<file path="config.mk">
export PLATFORM = sky130hd
export DESIGN_NAME = compacting_record_table
export DESIGN_NICKNAME = d
export VERILOG_FILES = /design/src/rtl/core/crt_pkg.sv /design/src/rtl/core/crt_dpath.sv /design/src/rtl/core/crt_ctrl.sv /design/src/rtl/core/compacting_record_table.sv
export VERILOG_INCLUDE_DIRS = /design/src /design/src/rtl/core
export SDC_FILE = /design/constraint.sdc
export NUM_CORES = 1
export LEC_CHECK = 0
export BUFFER_PORTS_ARGS = -buffer_cell sky130_fd_sc_hd__buf_2
export CAP_MARGIN = 0
export CORE_ASPECT_RATIO = 2
export CORE_UTILIZATION = 50
export CTS_BUF_LIST = sky130_fd_sc_hd__clkbuf_4
export DETAILED_ROUTE_END_ITERATION = 16
export PLACE_DENSITY = 0.75
export SYNTH_ARGS = -nofsm -noshare
export SYNTH_HDL_FRONTEND = slang
export SYNTH_HIERARCHICAL = 1
export SYNTH_SLANG_ARGS = --single-unit
</file>
<file path="constraint.sdc">
create_clock -name i_clk -period 12.2 [get_ports i_clk]
set_input_delay 1.22 -clock i_clk [delete_from_list [all_inputs] [get_ports i_clk]]
set_output_delay 1.22 -clock i_clk [all_outputs]
set_load 0.03 [all_outputs]
</file>
<file path="src/rtl/core/compacting_record_table_macros.svh">
// Assertion macros for the compacting record table.
// Included by the top level; it needs no other file.
`ifndef COMPACTING_RECORD_TABLE_MACROS_SVH
`define COMPACTING_RECORD_TABLE_MACROS_SVH

// The consequent must hold in the same cycle as the antecedent.
`define CRT_ASSERT_SAME(label, clk, rst_n, ante, cons, msg) \
    label: assert property (@(posedge clk) disable iff (!rst_n) (ante) |-> (cons)) \
        else $error(msg);

// The consequent must hold in the cycle after the antecedent.
`define CRT_ASSERT_NEXT(label, clk, rst_n, ante, cons, msg) \
    label: assert property (@(posedge clk) disable iff (!rst_n) (ante) |=> (cons)) \
        else $error(msg);

`endif

</file>
<file path="src/rtl/core/crt_pkg.sv">
// Shared constants and controller/datapath interface types of the record table.
// Used by crt_ctrl, crt_dpath and compacting_record_table; depends on nothing.
package crt_pkg;

    localparam int DEF_TABLE_DEPTH = 8;
    localparam int FUNC_W          = 2;
    localparam int KEY_W           = 24;
    localparam int VAL_W           = 32;
    localparam int STATUS_W        = 3;
    localparam int SLOT_W          = 6;

    // Operation codes; code 3 is unused and the item is dropped.
    localparam logic [FUNC_W-1:0] FUNC_ADD    = 2'd0;
    localparam logic [FUNC_W-1:0] FUNC_SEARCH = 2'd1;
    localparam logic [FUNC_W-1:0] FUNC_DELETE = 2'd2;

    // Result status codes.
    localparam logic [STATUS_W-1:0] ST_ADDED     = 3'd0;
    localparam logic [STATUS_W-1:0] ST_FULL      = 3'd1;
    localparam logic [STATUS_W-1:0] ST_FOUND     = 3'd2;
    localparam logic [STATUS_W-1:0] ST_NOT_FOUND = 3'd3;
    localparam logic [STATUS_W-1:0] ST_DELETED   = 3'd4;

    typedef struct packed {
        logic                latch;     // capture the incoming item
        logic                ptr_clr;
        logic                ptr_inc;
        logic                rd_en;     // read the entry at the pointer
        logic                rd_next;   // read at pointer plus one instead
        logic                wr_add;    // append the item at the fill count
        logic                wr_shift;  // move the read entry to the pointer
        logic                cnt_inc;
        logic                cnt_dec;
        logic                set_res;
        logic [STATUS_W-1:0] res_code;
        logic                load_out;
    } t_cmd;

    typedef struct packed {
        logic [FUNC_W-1:0] func;        // operation of the item in work
        logic              count_zero;
        logic              full;
        logic              hit;         // read key equals the item key
        logic              last;        // pointer plus one reaches the count
        logic              last2;       // pointer plus two reaches the count
    } t_stat;

endpackage

</file>
<file path="src/rtl/core/crt_dpath.sv">
// Datapath of the record table: key and value memories, fill count, scan
// pointer, result and output registers. Depends on crt_pkg.
module crt_dpath #(
    parameter int TABLE_DEPTH = crt_pkg::DEF_TABLE_DEPTH
) (
    input  logic                          i_clk,
    input  logic                          i_rst_n,
    input  crt_pkg::t_cmd                 i_cmd,
    output crt_pkg::t_stat                o_stat,
    input  logic [crt_pkg::FUNC_W-1:0]    i_func,
    input  logic [crt_pkg::KEY_W-1:0]     i_key,
    input  logic [crt_pkg::VAL_W-1:0]     i_value,
    output logic [crt_pkg::STATUS_W-1:0]  o_status,
    output logic [crt_pkg::SLOT_W-1:0]    o_slot,
    output logic [crt_pkg::VAL_W-1:0]     o_found_value
);
    import crt_pkg::*;

    localparam int IDX_W = (TABLE_DEPTH > 1) ? $clog2(TABLE_DEPTH) : 1;
    localparam int CNT_W = $clog2(TABLE_DEPTH + 1);
    localparam int EXT_W = CNT_W + 1;

    logic [KEY_W-1:0]    r_key_mem [TABLE_DEPTH];
    logic [VAL_W-1:0]    r_val_mem [TABLE_DEPTH];

    logic [FUNC_W-1:0]   r_func;
    logic [KEY_W-1:0]    r_key;
    logic [VAL_W-1:0]    r_value;
    logic [IDX_W-1:0]    r_ptr;
    logic [CNT_W-1:0]    r_count;
    logic [KEY_W-1:0]    r_rd_key;
    logic [VAL_W-1:0]    r_rd_val;
    logic [STATUS_W-1:0] r_res_status;
    logic [SLOT_W-1:0]   r_res_slot;
    logic [VAL_W-1:0]    r_res_val;
    logic [STATUS_W-1:0] r_status;
    logic [SLOT_W-1:0]   r_slot;
    logic [VAL_W-1:0]    r_found_value;

    logic [IDX_W-1:0]    ptr_next;
    logic [IDX_W-1:0]    rd_addr;
    logic [IDX_W-1:0]    wr_addr;
    logic [EXT_W-1:0]    ptr_ext;
    logic [EXT_W-1:0]    cnt_ext;

    assign ptr_next = r_ptr + IDX_W'(1);
    assign rd_addr  = i_cmd.rd_next ? ptr_next : r_ptr;
    assign wr_addr  = i_cmd.wr_add ? IDX_W'(r_count) : r_ptr;
    assign ptr_ext  = EXT_W'(r_ptr);
    assign cnt_ext  = EXT_W'(r_count);

    always_comb begin
        o_stat.func       = r_func;
        o_stat.count_zero = (r_count == '0);
        o_stat.full       = (r_count == CNT_W'(TABLE_DEPTH));
        o_stat.hit        = (r_rd_key == r_key);
        o_stat.last       = (ptr_ext + EXT_W'(1)) >= cnt_ext;
        o_stat.last2      = (ptr_ext + EXT_W'(2)) >= cnt_ext;
    end

    // One write port and one registered read port for both stores.
    always_ff @(posedge i_clk) begin
        if (i_cmd.wr_add) begin
            r_key_mem[wr_addr] <= r_key;
            r_val_mem[wr_addr] <= r_value;
        end else if (i_cmd.wr_shift) begin
            r_key_mem[wr_addr] <= r_rd_key;
            r_val_mem[wr_addr] <= r_rd_val;
        end
        if (i_cmd.rd_en) begin
            r_rd_key <= r_key_mem[rd_addr];
            r_rd_val <= r_val_mem[rd_addr];
        end
    end

    always_ff @(posedge i_clk) begin
        if (!i_rst_n) begin
            r_count <= '0;
            r_ptr   <= '0;
        end else begin
            if (i_cmd.cnt_inc) begin
                r_count <= r_count + CNT_W'(1);
            end else if (i_cmd.cnt_dec) begin
                r_count <= r_count - CNT_W'(1);
            end
            if (i_cmd.ptr_clr) begin
                r_ptr <= '0;
            end else if (i_cmd.ptr_inc) begin
                r_ptr <= ptr_next;
            end
        end
    end

    always_ff @(posedge i_clk) begin
        if (i_cmd.latch) begin
            r_func  <= i_func;
            r_key   <= i_key;
            r_value <= i_value;
        end
        if (i_cmd.set_res) begin
            r_res_status <= i_cmd.res_code;
            case (i_cmd.res_code)
                ST_ADDED:             r_res_slot <= SLOT_W'(r_count);
                ST_FOUND, ST_DELETED: r_res_slot <= SLOT_W'(r_ptr);
                default:              r_res_slot <= '0;
            endcase
            r_res_val <= (i_cmd.res_code == ST_FOUND) ? r_rd_val : '0;
        end
        if (i_cmd.load_out) begin
            r_status      <= r_res_status;
            r_slot        <= r_res_slot;
            r_found_value <= r_res_val;
        end
    end

    assign o_status      = r_status;
    assign o_slot        = r_slot;
    assign o_found_value = r_found_value;

endmodule

</file>
<file path="src/rtl/core/crt_ctrl.sv">
// Controller of the record table: sequences add, search and delete-with-shift
// and owns the handshakes. Depends on crt_pkg.
module crt_ctrl (
    input  logic                        i_clk,
    input  logic                        i_rst_n,
    input  logic                        i_in_valid,
    output logic                        o_in_stall,
    input  logic [crt_pkg::FUNC_W-1:0]  i_func,
    output logic                        o_out_valid,
    input  logic                        i_out_stall,
    input  crt_pkg::t_stat              i_stat,
    output crt_pkg::t_cmd               o_cmd
);
    import crt_pkg::*;

    typedef enum logic [2:0] {
        S_IDLE,
        S_ADD,
        S_RD,
        S_CMP,
        S_SH_RD,
        S_SH_WR,
        S_DONE
    } t_state;

    t_state r_state;
    t_state n_state;
    logic   r_out_valid;

    always_comb begin
        o_cmd   = '0;
        n_state = r_state;
        case (r_state)
            S_IDLE: begin
                if (i_in_valid) begin
                    o_cmd.latch   = 1'b1;
                    o_cmd.ptr_clr = 1'b1;
                    case (i_func)
                        FUNC_ADD:                 n_state = S_ADD;
                        FUNC_SEARCH, FUNC_DELETE: n_state = S_RD;
                        default:                  n_state = S_IDLE;
                    endcase
                end
            end
            S_ADD: begin
                o_cmd.set_res = 1'b1;
                if (i_stat.full) begin
                    o_cmd.res_code = ST_FULL;
                end else begin
                    o_cmd.wr_add   = 1'b1;
                    o_cmd.cnt_inc  = 1'b1;
                    o_cmd.res_code = ST_ADDED;
                end
                n_state = S_DONE;
            end
            S_RD: begin
                if (i_stat.count_zero) begin
                    o_cmd.set_res  = 1'b1;
                    o_cmd.res_code = ST_NOT_FOUND;
                    n_state        = S_DONE;
                end else begin
                    o_cmd.rd_en = 1'b1;
                    n_state     = S_CMP;
                end
            end
            S_CMP: begin
                if (i_stat.hit) begin
                    o_cmd.set_res = 1'b1;
                    if (i_stat.func == FUNC_SEARCH) begin
                        o_cmd.res_code = ST_FOUND;
                        n_state        = S_DONE;
                    end else begin
                        o_cmd.res_code = ST_DELETED;
                        // A hit in the last entry needs no shift.
                        if (i_stat.last) begin
                            o_cmd.cnt_dec = 1'b1;
                            n_state       = S_DONE;
                        end else begin
                            n_state = S_SH_RD;
                        end
                    end
                end else if (i_stat.last) begin
                    o_cmd.set_res  = 1'b1;
                    o_cmd.res_code = ST_NOT_FOUND;
                    n_state        = S_DONE;
                end else begin
                    o_cmd.ptr_inc = 1'b1;
                    n_state       = S_RD;
                end
            end
            S_SH_RD: begin
                o_cmd.rd_en   = 1'b1;
                o_cmd.rd_next = 1'b1;
                n_state       = S_SH_WR;
            end
            S_SH_WR: begin
                o_cmd.wr_shift = 1'b1;
                o_cmd.ptr_inc  = 1'b1;
                if (i_stat.last2) begin
                    o_cmd.cnt_dec = 1'b1;
                    n_state       = S_DONE;
                end else begin
                    n_state = S_SH_RD;
                end
            end
            S_DONE: begin
                if (!r_out_valid || !i_out_stall) begin
                    o_cmd.load_out = 1'b1;
                    n_state        = S_IDLE;
                end
            end
            default: begin
                n_state = S_IDLE;
            end
        endcase
    end

    always_ff @(posedge i_clk) begin
        if (!i_rst_n) begin
            r_state     <= S_IDLE;
            r_out_valid <= 1'b0;
        end else begin
            r_state <= n_state;
            if (o_cmd.load_out) begin
                r_out_valid <= 1'b1;
            end else if (!i_out_stall) begin
                r_out_valid <= 1'b0;
            end
        end
    end

    assign o_in_stall  = (r_state != S_IDLE);
    assign o_out_valid = r_out_valid;

endmodule

</file>
<file path="src/rtl/core/compacting_record_table.sv">
// Sequence: an add, or a full table, sets its result in the add state; search
// and delete read and compare the entries in turn (an empty table ends at once),
// and a delete then moves each later entry down with a read and a write.
// Throughput: one item at a time; the next is taken once the result is in the
// output register. The entry-by-entry scan through the memories sets the pace.
// Reset: synchronous active low; clears the fill count and the handshakes,
// the stores keep their contents.
`include "compacting_record_table_macros.svh"

module compacting_record_table #(
    parameter int TABLE_DEPTH = crt_pkg::DEF_TABLE_DEPTH
) (
    input  logic                          i_clk,
    input  logic                          i_rst_n,
    input  logic                          i_in_valid,
    output logic                          o_in_stall,
    input  logic [crt_pkg::FUNC_W-1:0]    i_func,
    input  logic [crt_pkg::KEY_W-1:0]     i_key,
    input  logic [crt_pkg::VAL_W-1:0]     i_value,
    output logic                          o_out_valid,
    input  logic                          i_out_stall,
    output logic [crt_pkg::STATUS_W-1:0]  o_status,
    output logic [crt_pkg::SLOT_W-1:0]    o_slot,
    output logic [crt_pkg::VAL_W-1:0]     o_found_value
);
    import crt_pkg::*;

    t_cmd  cmd;
    t_stat stat;

    crt_ctrl u_ctrl (
        .i_clk       (i_clk),
        .i_rst_n     (i_rst_n),
        .i_in_valid  (i_in_valid),
        .o_in_stall  (o_in_stall),
        .i_func      (i_func),
        .o_out_valid (o_out_valid),
        .i_out_stall (i_out_stall),
        .i_stat      (stat),
        .o_cmd       (cmd)
    );

    crt_dpath #(
        .TABLE_DEPTH (TABLE_DEPTH)
    ) u_dpath (
        .i_clk         (i_clk),
        .i_rst_n       (i_rst_n),
        .i_cmd         (cmd),
        .o_stat        (stat),
        .i_func        (i_func),
        .i_key         (i_key),
        .i_value       (i_value),
        .o_status      (o_status),
        .o_slot        (o_slot),
        .o_found_value (o_found_value)
    );

    `CRT_ASSERT_SAME(a_full_not_empty, i_clk, i_rst_n, stat.full, !stat.count_zero, "table full and empty at once")
    `CRT_ASSERT_NEXT(a_unused_code_dropped, i_clk, i_rst_n, i_in_valid && !o_in_stall && i_func != FUNC_ADD && i_func != FUNC_SEARCH && i_func != FUNC_DELETE, !o_in_stall, "unused operation code started work")
    `CRT_ASSERT_NEXT(a_add_goes_busy, i_clk, i_rst_n, i_in_valid && !o_in_stall && i_func == FUNC_ADD, o_in_stall, "accepted add did not start work")
    `CRT_ASSERT_SAME(a_result_from_work, i_clk, i_rst_n, $rose(o_out_valid), $past(o_in_stall), "result appeared without an item in work")

endmodule
</file>
* Word level (Yosys, flattened, before mapping)
Memories as Yosys holds them, arrays and structs flattened. A register that Yosys moved wholly into a read port is not among the register bits. Index checks and enable logic that the tools add are counted. W data, S select, Z words.
Cells by class: add/subtract/negate cells 5, bitwise operators 3, reductions and logical operators 13, eq/ne operators 16, order comparisons 2, muxes and demuxes 48
Operator list (count):
- $mux W32 | 1
- $mux W3 | 9
- $eq A24 B24 Y1 | 1
- $mux W24 | 1
- $mux W1 | 21
- $pmux W3 S7 | 1
- $mux W4 | 5
- $eq A3 B3 Y1 const B | 4
- $pmux W4 S3 | 1
- $ge A5 B4 Y1 | 2
- $eq A3 B2 Y1 const B | 3
- $mux W2 | 4
- $pmux W4 S2 | 1
- $logic_not A3 Y1 | 2
- $pmux W1 S2 | 3
- $reduce_or A2 Y1 | 3
- $add A3 B1 Y4 const B | 1
- $add A3 B2 Y4 const B | 1
- $add A4 B1 Y4 const B | 1
- $eq A2 B1 Y1 const B | 2
- $eq A4 B4 Y1 const B | 1
- $logic_not A4 Y1 | 1
- $ne A2 B1 Y1 const B | 2
- $pmux W2 S2 | 1
- other kinds (13) | 15
Word-level totals: bits of input ports 62, word-level logic and storage cells 102, output and inout port bits 43, register bits after elaboration 151, bits in writable memories 448, memories kept 2
Memories:
- u_dpath.r_val_mem | depth 8, bits a word 32, rd ports 1, clocked after Yosys merged registers in 1, wr ports 1, line crt_dpath.sv:24 | logic [VAL_W-1:0] r_val_mem [TABLE_DEPTH];
- u_dpath.r_key_mem | depth 8, bits a word 24, rd ports 1, clocked after Yosys merged registers in 1, wr ports 1, line crt_dpath.sv:23 | logic [KEY_W-1:0] r_key_mem [TABLE_DEPTH];

* Longest topological paths before layout
Gate-level depths: netlist of the first run.
depth in word-level cells 8, gate-level depth with buffers 14

* Cells and area by module
The synthesis of the first run kept the hierarchy.
By module, submodules not included:
- crt_dpath | instances 1, cells each 1633, area each 24702.4 sq um
- crt_ctrl | instances 1, cells each 61, area each 405.4 sq um

* Worst setup path after synthesis of the first run
No wires, ideal clock.
kind register to register, from reg u_dpath.r_count[0], to mem u_dpath.r_key_mem[3][0] (enable), setup slack 7587 ps, data arrival time 4143 ps, required time 11730 ps, cell stages (with the launch flop) 8, library setup time 470 ps, path through dfxtp_1 -> inv_1 -> and3_1 -> nor3b_1 -> buf_4 -> buf_1 -> a21oi_1 -> nor2_1
RTL lines:
- from (decl) | line crt_dpath.sv:30 | logic [CNT_W-1:0] r_count;
- from (signal assigned) | line crt_dpath.sv:82 | r_count <= r_count + CNT_W'(1);
- from (signal assigned) | line crt_dpath.sv:84 | r_count <= r_count - CNT_W'(1);
- to (decl) | line crt_dpath.sv:23

==> results of run 1 <==
-- cells in the final DEF (no fill, tap or decap), drive strengths merged, types with 44 or more instances in the layout --
| cell type | netlist | routed |
|---|---|---|
| a21oi | 73 | 73 |
| a32oi | 56 | 56 |
| and3 | 58 | 58 |
| buf | 60 | 123 |
| clkbuf | 32 | 173 |
| clkinv | 0 | 44 |
| edfxtp | 640 | 640 |
| mux2 | 57 | 57 |
| nand2 | 405 | 405 |
| nand3 | 114 | 114 |
-- worst max-delay path: stages, from the launching register on --
cell     delay, ps
dfxtp_1        620
inv_2          100
nor3_1         580
nand2_2        280
xor2_4         930
buf_4          770
buf_4         1010
nand2_1        160
a32oi_1        240
and3_1         180
-- metrics by stage --
stage | instance area [sq um] | hold WS (ps) | cells | total power (W)
final | 28100 | 421 | 2604 | 0.00559
after CTS | 28100 | 413 | 2603 | 0.00565
after global routing | 28100 | 429 | 2604 | 0.00584
after detailed placement | 26300 | 405 | 2369 | 0.00401
after global placement | 26300 | 404 | 2369 | 0.00397
after floorplan | 25100 | 400 | 1695 | 0.00366
-- kinds of logic after synthesis --
logic type	synth area share, %
other	0.0149
and+or+nand+nor	12.1
adders and majority gates	0.728
buffers and inverters	1.93
xor gates and xnor gates	1.21
DFF	77.4
muxes	2.64
AOI/OAI and AO/OA	3.99
-- sequential cells by signal, indices dropped and copies added, names as in the netlist, 4 cells and up --
| register | cells |
|---|---|
| u_dpath/o_found_value | 32 |
| u_dpath/o_slot | 4 |
| u_dpath/r_count | 4 |
| u_dpath/r_key | 24 |
| u_dpath/r_key_mem | 192 |
| u_dpath/r_rd_key | 24 |
| u_dpath/r_rd_val | 32 |
| u_dpath/r_res_slot | 4 |
| u_dpath/r_res_val | 32 |
| u_dpath/r_val_mem | 256 |
| u_dpath/r_value | 32 |
-- cells in the mapped netlist (5+ instances only) --
library cell / count
nand3_1: 114
buf_2: 44
edfxtp_1: 640
dfxtp_1: 11
buf_4: 7
a32oi_1: 56
buf_1: 8
mux2_2: 57
and3_1: 58
inv_1: 12
nor3_1: 8
nand2b_1: 8
nor2b_1: 5
nand2_1: 404
a21oi_1: 72
xor2_1: 20
xnor2_1: 11
nor2_1: 29
nor4_1: 6
ha_1: 13
clkbuf_1: 31
and2_1: 35
-- worst max-delay path by stage --
stage,start,to,slack [ps],cells past startpoint
6_report,u_ctrl/r_state[2],u_dpath/r_rd_val[23],7040,9
5_1_grt,u_ctrl/r_state[2],u_dpath/r_rd_val[23],6640,9
4_1_cts,u_ctrl/r_state[2],u_dpath/r_rd_val[23],7150,9
3_5_place_dp,u_ctrl/r_state[2],u_dpath/r_rd_val[15],7180,9
3_3_place_gp,u_ctrl/r_state[2],u_dpath/r_rd_val[13],7420,9
2_1_floorplan,u_dpath/r_count[0],u_dpath/r_key_mem[3][0],7590,7
-- power by group through the flow --
stage | clock network [W] | logic (W) | registers, W
floorplan | 0 | 0.000597 | 0.00306
global placement | 0 | 0.000871 | 0.00310
detailed placement | 0 | 0.000912 | 0.00310
CTS | 0.00168 | 0.000913 | 0.00306
global route | 0.00177 | 0.000993 | 0.00308
finish | 0.00163 | 0.000909 | 0.00306
-- per-layer routing --
layer	vias up	GRT usage, %	wire, um
met4	0	11.9	2130
met3	145	4.04	3590
met1	7295	23.8	19400
met5	-	0	0
li1	6680	-	-
met2	688	37.3	28100
-- area by class of cell --
cell class	instances	area, sq um	area share, %
multi-input cells	939	5360	19.1
inverters	13	48.8	0.174
repair buffers	123	668	2.38
clock buffers	173	1300	4.62
well taps	643	805	2.86
diodes	1	2.50	0.00891
flip-flops and latches	651	19400	69.2
clock inverters	61	469	1.67
==> impl_metrics.json, run 1 <==
{
  "status": "finished clean",
  "rrSetupSlack_ps": 7040,
  "postCtsSetupBuffers": 0,
  "ys_types": 49,
  "tns_ps": 0,
  "layout_setup_ws_ps": 7040,
  "initial_core_util_pct": 50.9,
  "clk_pin_slew_worst_paths_ps": 70,
  "final-hold-violation-count": 0,
  "routed_wirelength_mm": 53.2,
  "grtUsageTotal_pct": 21.1,
  "synth_top_area_share_pct": 76.5,
  "nNetsFinal": 1938,
  "worstHoldEndpoint": "u_dpath/o_found_value[25]",
  "antenna_found_initial": 1,
  "p_sw_share_pct": 27.7,
  "fp.dieArea_sq_um": 51200,
  "cts_root_buffer": "clkbuf_4",
  "grt_max_degree": 111,
  "tritoncts": "built",
  "p_leak_nw": 9.60,
  "area_growth_syn_to_layout_pct": 11.9,
  "dieHeight_um": 319,
  "critPathArrivalTime_ps": 5860,
  "synthArstFlopShare_pct": 0,
  "path_class": "flop to flop",
  "yosys.area.top_type": "edfxtp_1",
  "h-tree-depth": 4,
  "core_sq_um": 49400,
  "share_comb_of_total_power_pct": 16.3,
  "vias_per_cell": 5.69,
  "min_period_over_period_pct": 42.3,
  "pwr_density_cell_nw_per_um2": 199,
  "grt_pass1_vias": 15100,
  "cts_hold_buffers": 0,
  "clkLatencyLatePin_ps": 880,
  "postRouteAntennaNets": 0,
  "hold_path.startpoint": "u_dpath/r_res_val[25]",
  "cts_buffers": 134,
  "reg2reg_from": "u_ctrl/r_state[2]",
  "routabilityCongestion": 0.788,
  "post-route-util_pct": 56.9,
  "cts.sinks": 651,
  "critPathLaunchType": "flop",
  "drt-pass1-iter-count": 7,
  "fmaxAchievable_mhz": 194,
  "ys_ff_latch": 651,
  "end_kind": "flop",
  "yosysWarnings": 6,
  "ff2ff_path_depth": 9,
  "ys_seq_area_share_pct": 77.4,
  "internal-power_w": 0.00404,
  "hold_class": "flop to flop",
  "portBuffers": 102,
  "p_clk_share_pct": 29.1,
  "syn-cell-area_sq_um": 25100,
  "wl_per_cell_um": 20.4,
  "grt_pass1_wl_mm": 81.5,
  "skew_ps": 53.4,
  "slew_headroom_pct": 20.9,
  "min_path_cells": 0,
  "route.vias.total": 14800,
  "rsz0062_at_grt": "no",
  "drc": 0,
  "post_cts_resized": 0,
  "fill_cells": 3682,
  "syn_avg_cell_area_sq_um": 14.8,
  "hpwl_mm": 26.8,
  "synthFlopType": "edfxtp_1",
  "drt-initial-drc-count": 1206,
  "cts_buffer_depth": 3,
  "vdd_drop_max_v": 0.000108,
  "switching_power_w": 0.00155,
  "synthTopCellsByArea": "edfxtp_1, nand2_1, mux2_2",
  "overflow": 0,
  "r2r-end": "u_dpath/r_rd_val[23]",
  "slew_violations": 0,
  "syn-instance-count": 1694,
  "die-width_um": 160,
  "ios": 105,
  "min_period_ps": 5160,
  "worstMarginPinSlew_ps": 1190,
  "std_cell_rows": 115,
  "synth_edf_count": 640,
  "setup_violations": 0,
  "pwr-share-seq_pct": 54.6,
  "maxCapViolCount": 0,
  "dp_slack_ps": 7180,
  "cp.required_ps": 12900,
  "cp_max_fo": 110,
  "drive_gt1_share_pct": 20.6
}
(Power assumes the default switching activity.)
==> inputs of run 2 (changes only) <==
--- a/config.mk
+++ b/config.mk
@@ -12,7 +12,7 @@
 export CORE_UTILIZATION = 50
 export CTS_BUF_LIST = sky130_fd_sc_hd__clkbuf_4
 export DETAILED_ROUTE_END_ITERATION = 16
-export PLACE_DENSITY = 0.75
+export PLACE_DENSITY = 0.77
 export SYNTH_ARGS = -nofsm -noshare
 export SYNTH_HDL_FRONTEND = slang
 export SYNTH_HIERARCHICAL = 1
==> constraint.sdc (replaced) <==
create_clock -name i_clk -period 4.6 [get_ports i_clk]
set_input_delay 0.46 -clock i_clk [delete_from_list [all_inputs] [get_ports i_clk]]
set_output_delay 0.46 -clock i_clk [all_outputs]
set_load 0.03 [all_outputs]
==> run 2 against run 1 <==
Net effect:
- utilization rose by 2.0 points
- register-to-register slack worse by 6100 ps
- wire length up 4.5%
- highest routed layer unchanged
- power grew to 2.7 times the previous value
- critical path depth up 4
- first-iteration DRC count fell by 9.4%
- critical endpoint is now u_dpath/r_res_val[15]
- die area did not move
- non-clock buffer count grew 82
- critical path type unchanged
- clock skew is 4.0 ps lower
- sequential share of layout area fell by 2.4 points
- combinational power increased to 2.8 times the previous value
- worst hold slack got worse by 130 ps
==> impl_metrics.json, run 2 (synthesized netlist as in run 1, its figures left out) <==
{
  "status": "finished clean",
  "dp_slack_ps": 1000,
  "portBuffers": 102,
  "p_leak_nw": 10.1,
  "worstMarginPinSlew_ps": 1090,
  "final_cell_mix": "edfxtp_1, nand2_1, clkbuf_4",
  "slew_headroom_pct": 27.5,
  "drt-pass1-iter-count": 5,
  "nNetsFinal": 2023,
  "min_path_cells": 2,
  "reg2reg_from": "u_dpath/r_ptr[0]",
  "critPathArrivalTime_ps": 4270,
  "cts_buffer_depth": 3,
  "routabilityCongestion": 0.867,
  "critPathLaunchType": "flop",
  "ff2ff_path_depth": 13,
  "placed_cell_area_sq_um": 26700,
  "crit_start": "u_dpath/r_ptr[0]",
  "vdd_drop_max_v": 0.000314,
  "drc": 0,
  "initial_core_util_pct": 50.9,
  "rsz0062_at_grt": "no",
  "antenna_found_initial": 1,
  "routed_wirelength_mm": 55.6,
  "vias_per_cell": 5.63,
  "end_kind": "flop",
  "drt-initial-drc-count": 1093,
  "route.vias.total": 15200,
  "overflow": 0,
  "pwr_density_cell_nw_per_um2": 516,
  "hold_path.startpoint": "i_value[3]",
  "largest_register_ffs": 256,
  "path_class": "flop to flop",
  "min_period_over_period_pct": 79.8,
  "postRouteAntennaNets": 0,
  "grtUsageTotal_pct": 22.1,
  "dieHeight_um": 319,
  "stdcell_area_sq_um": 29100,
  "fill_cells": 3647,
  "layout_setup_ws_ps": 929,
  "largestRegisters": "u_dpath/r_val_mem x256, u_dpath/r_key_mem x192",
  "final-hold-violation-count": 0,
  "layout_commonest_cell": "edfxtp_1",
  "ios": 105,
  "grt_pass1_vias": 15800,
  "grt_pass1_wl_mm": 85.1,
  "hpwl_mm": 30.8,
  "fmaxAchievable_mhz": 272,
  "cts_root_buffer": "clkbuf_4",
  "clk_pin_slew_worst_paths_ps": 70,
  "slew_violations": 0,
  "h-tree-depth": 4,
  "core_sq_um": 49400,
  "regMostFlops": "u_dpath/r_val_mem",
  "wl_per_cell_um": 20.7,
  "min_period_ps": 3670,
  "maxCapViolCount": 0,
  "cts_buffers": 137,
  "hold_class": "primary input to flop",
  "setup_violations": 0,
  "drive_gt1_share_pct": 21.1,
  "clkLatencyLatePin_ps": 870,
  "grt_max_degree": 89,
  "std_cell_rows": 115,
  "cp.required_ps": 5200,
  "post_cts_resized": 0,
  "seq_area_sq_um": 19400,
  "multi_input_area_sq_um": 5360,
  "cts.sinks": 651,
  "skew_ps": 49.4,
  "fp.dieArea_sq_um": 51200,
  "tritoncts": "built",
  "area_growth_syn_to_layout_pct": 15.9,
  "cp_max_fo": 32,
  "die-width_um": 160
}
==> run 2: layout make-up <==
| cell class | instances | area share [%] |
|---|---|---|
| diodes | 2 | 0.0172 |
| clock buffers | 192 | 4.95 |
| clock inverters | 47 | 1.21 |
| inverters | 13 | 0.168 |
| multi-input cells | 939 | 18.4 |
| flip-flops and latches | 651 | 66.8 |
| well taps | 643 | 2.76 |
| repair buffers | 205 | 5.67 |
==> run 2: what timing repair did <==
| action | in CTS | in global routing |
|---|---|---|
| hold buffers | 61 | 0 |
| endpoints found under the hold margin | 69 | 0 |
| buffers inserted | 0 | 0 |
==> run 2: routing by layer <==
| layer | track usage (%) | wire length [um] |
|---|---|---|
| met5 | 0 | 0 |
| met4 | 13.1 | 2260 |
| met3 | 3.64 | 3620 |
| met2 | 39.3 | 29500 |
| met1 | 24.6 | 20200 |
==> run 2: where the power goes <==
part           switching (W)  internal (W)
Clock                0.00211       0.00227
Sequential          0.000308       0.00778
Combinational        0.00172      0.000817
Total                0.00414        0.0109
==> run 2: final timing paths <==
check                         endpoint  slack [ps]
min reg2reg  u_dpath/o_found_value[22]         410
max reg2reg      u_dpath/r_res_val[15]         930
max              u_dpath/r_res_val[15]         930
min                 u_dpath/r_value[3]         290
==> run 2: critical path, stage by stage, from the launching register on <==
cell and delay (ps):
dfxtp_1 770, ha_1 410, ha_1 310, a21oi_1 160, nor2b_1 60, o21ai_0 150
nand2b_1 120, nor2_1 140, a21oi_1 50, mux2_2 290, and3_1 250, nor3b_2 180
buf_4 260, and2_1 210
==> run 2: metrics by stage <==
| step | utilization [%] | std cells | total power [W] | TNS [ps] | hold WS, ps |
|---|---|---|---|---|---|
| final | 59.0 | 2692 | 0.0150 | 0 | 292 |
| after global routing | 59.0 | 2692 | 0.0156 | 0 | 246 |
| after CTS | 59.0 | 2690 | 0.0151 | 0 | 203 |
| after detailed placement | 54.1 | 2390 | 0.0107 | 0 | 405 |
| after global placement | 54.1 | 2390 | 0.0106 | 0 | 403 |
| after floorplan | - | 1695 | 0.00971 | -4900 | 400 |
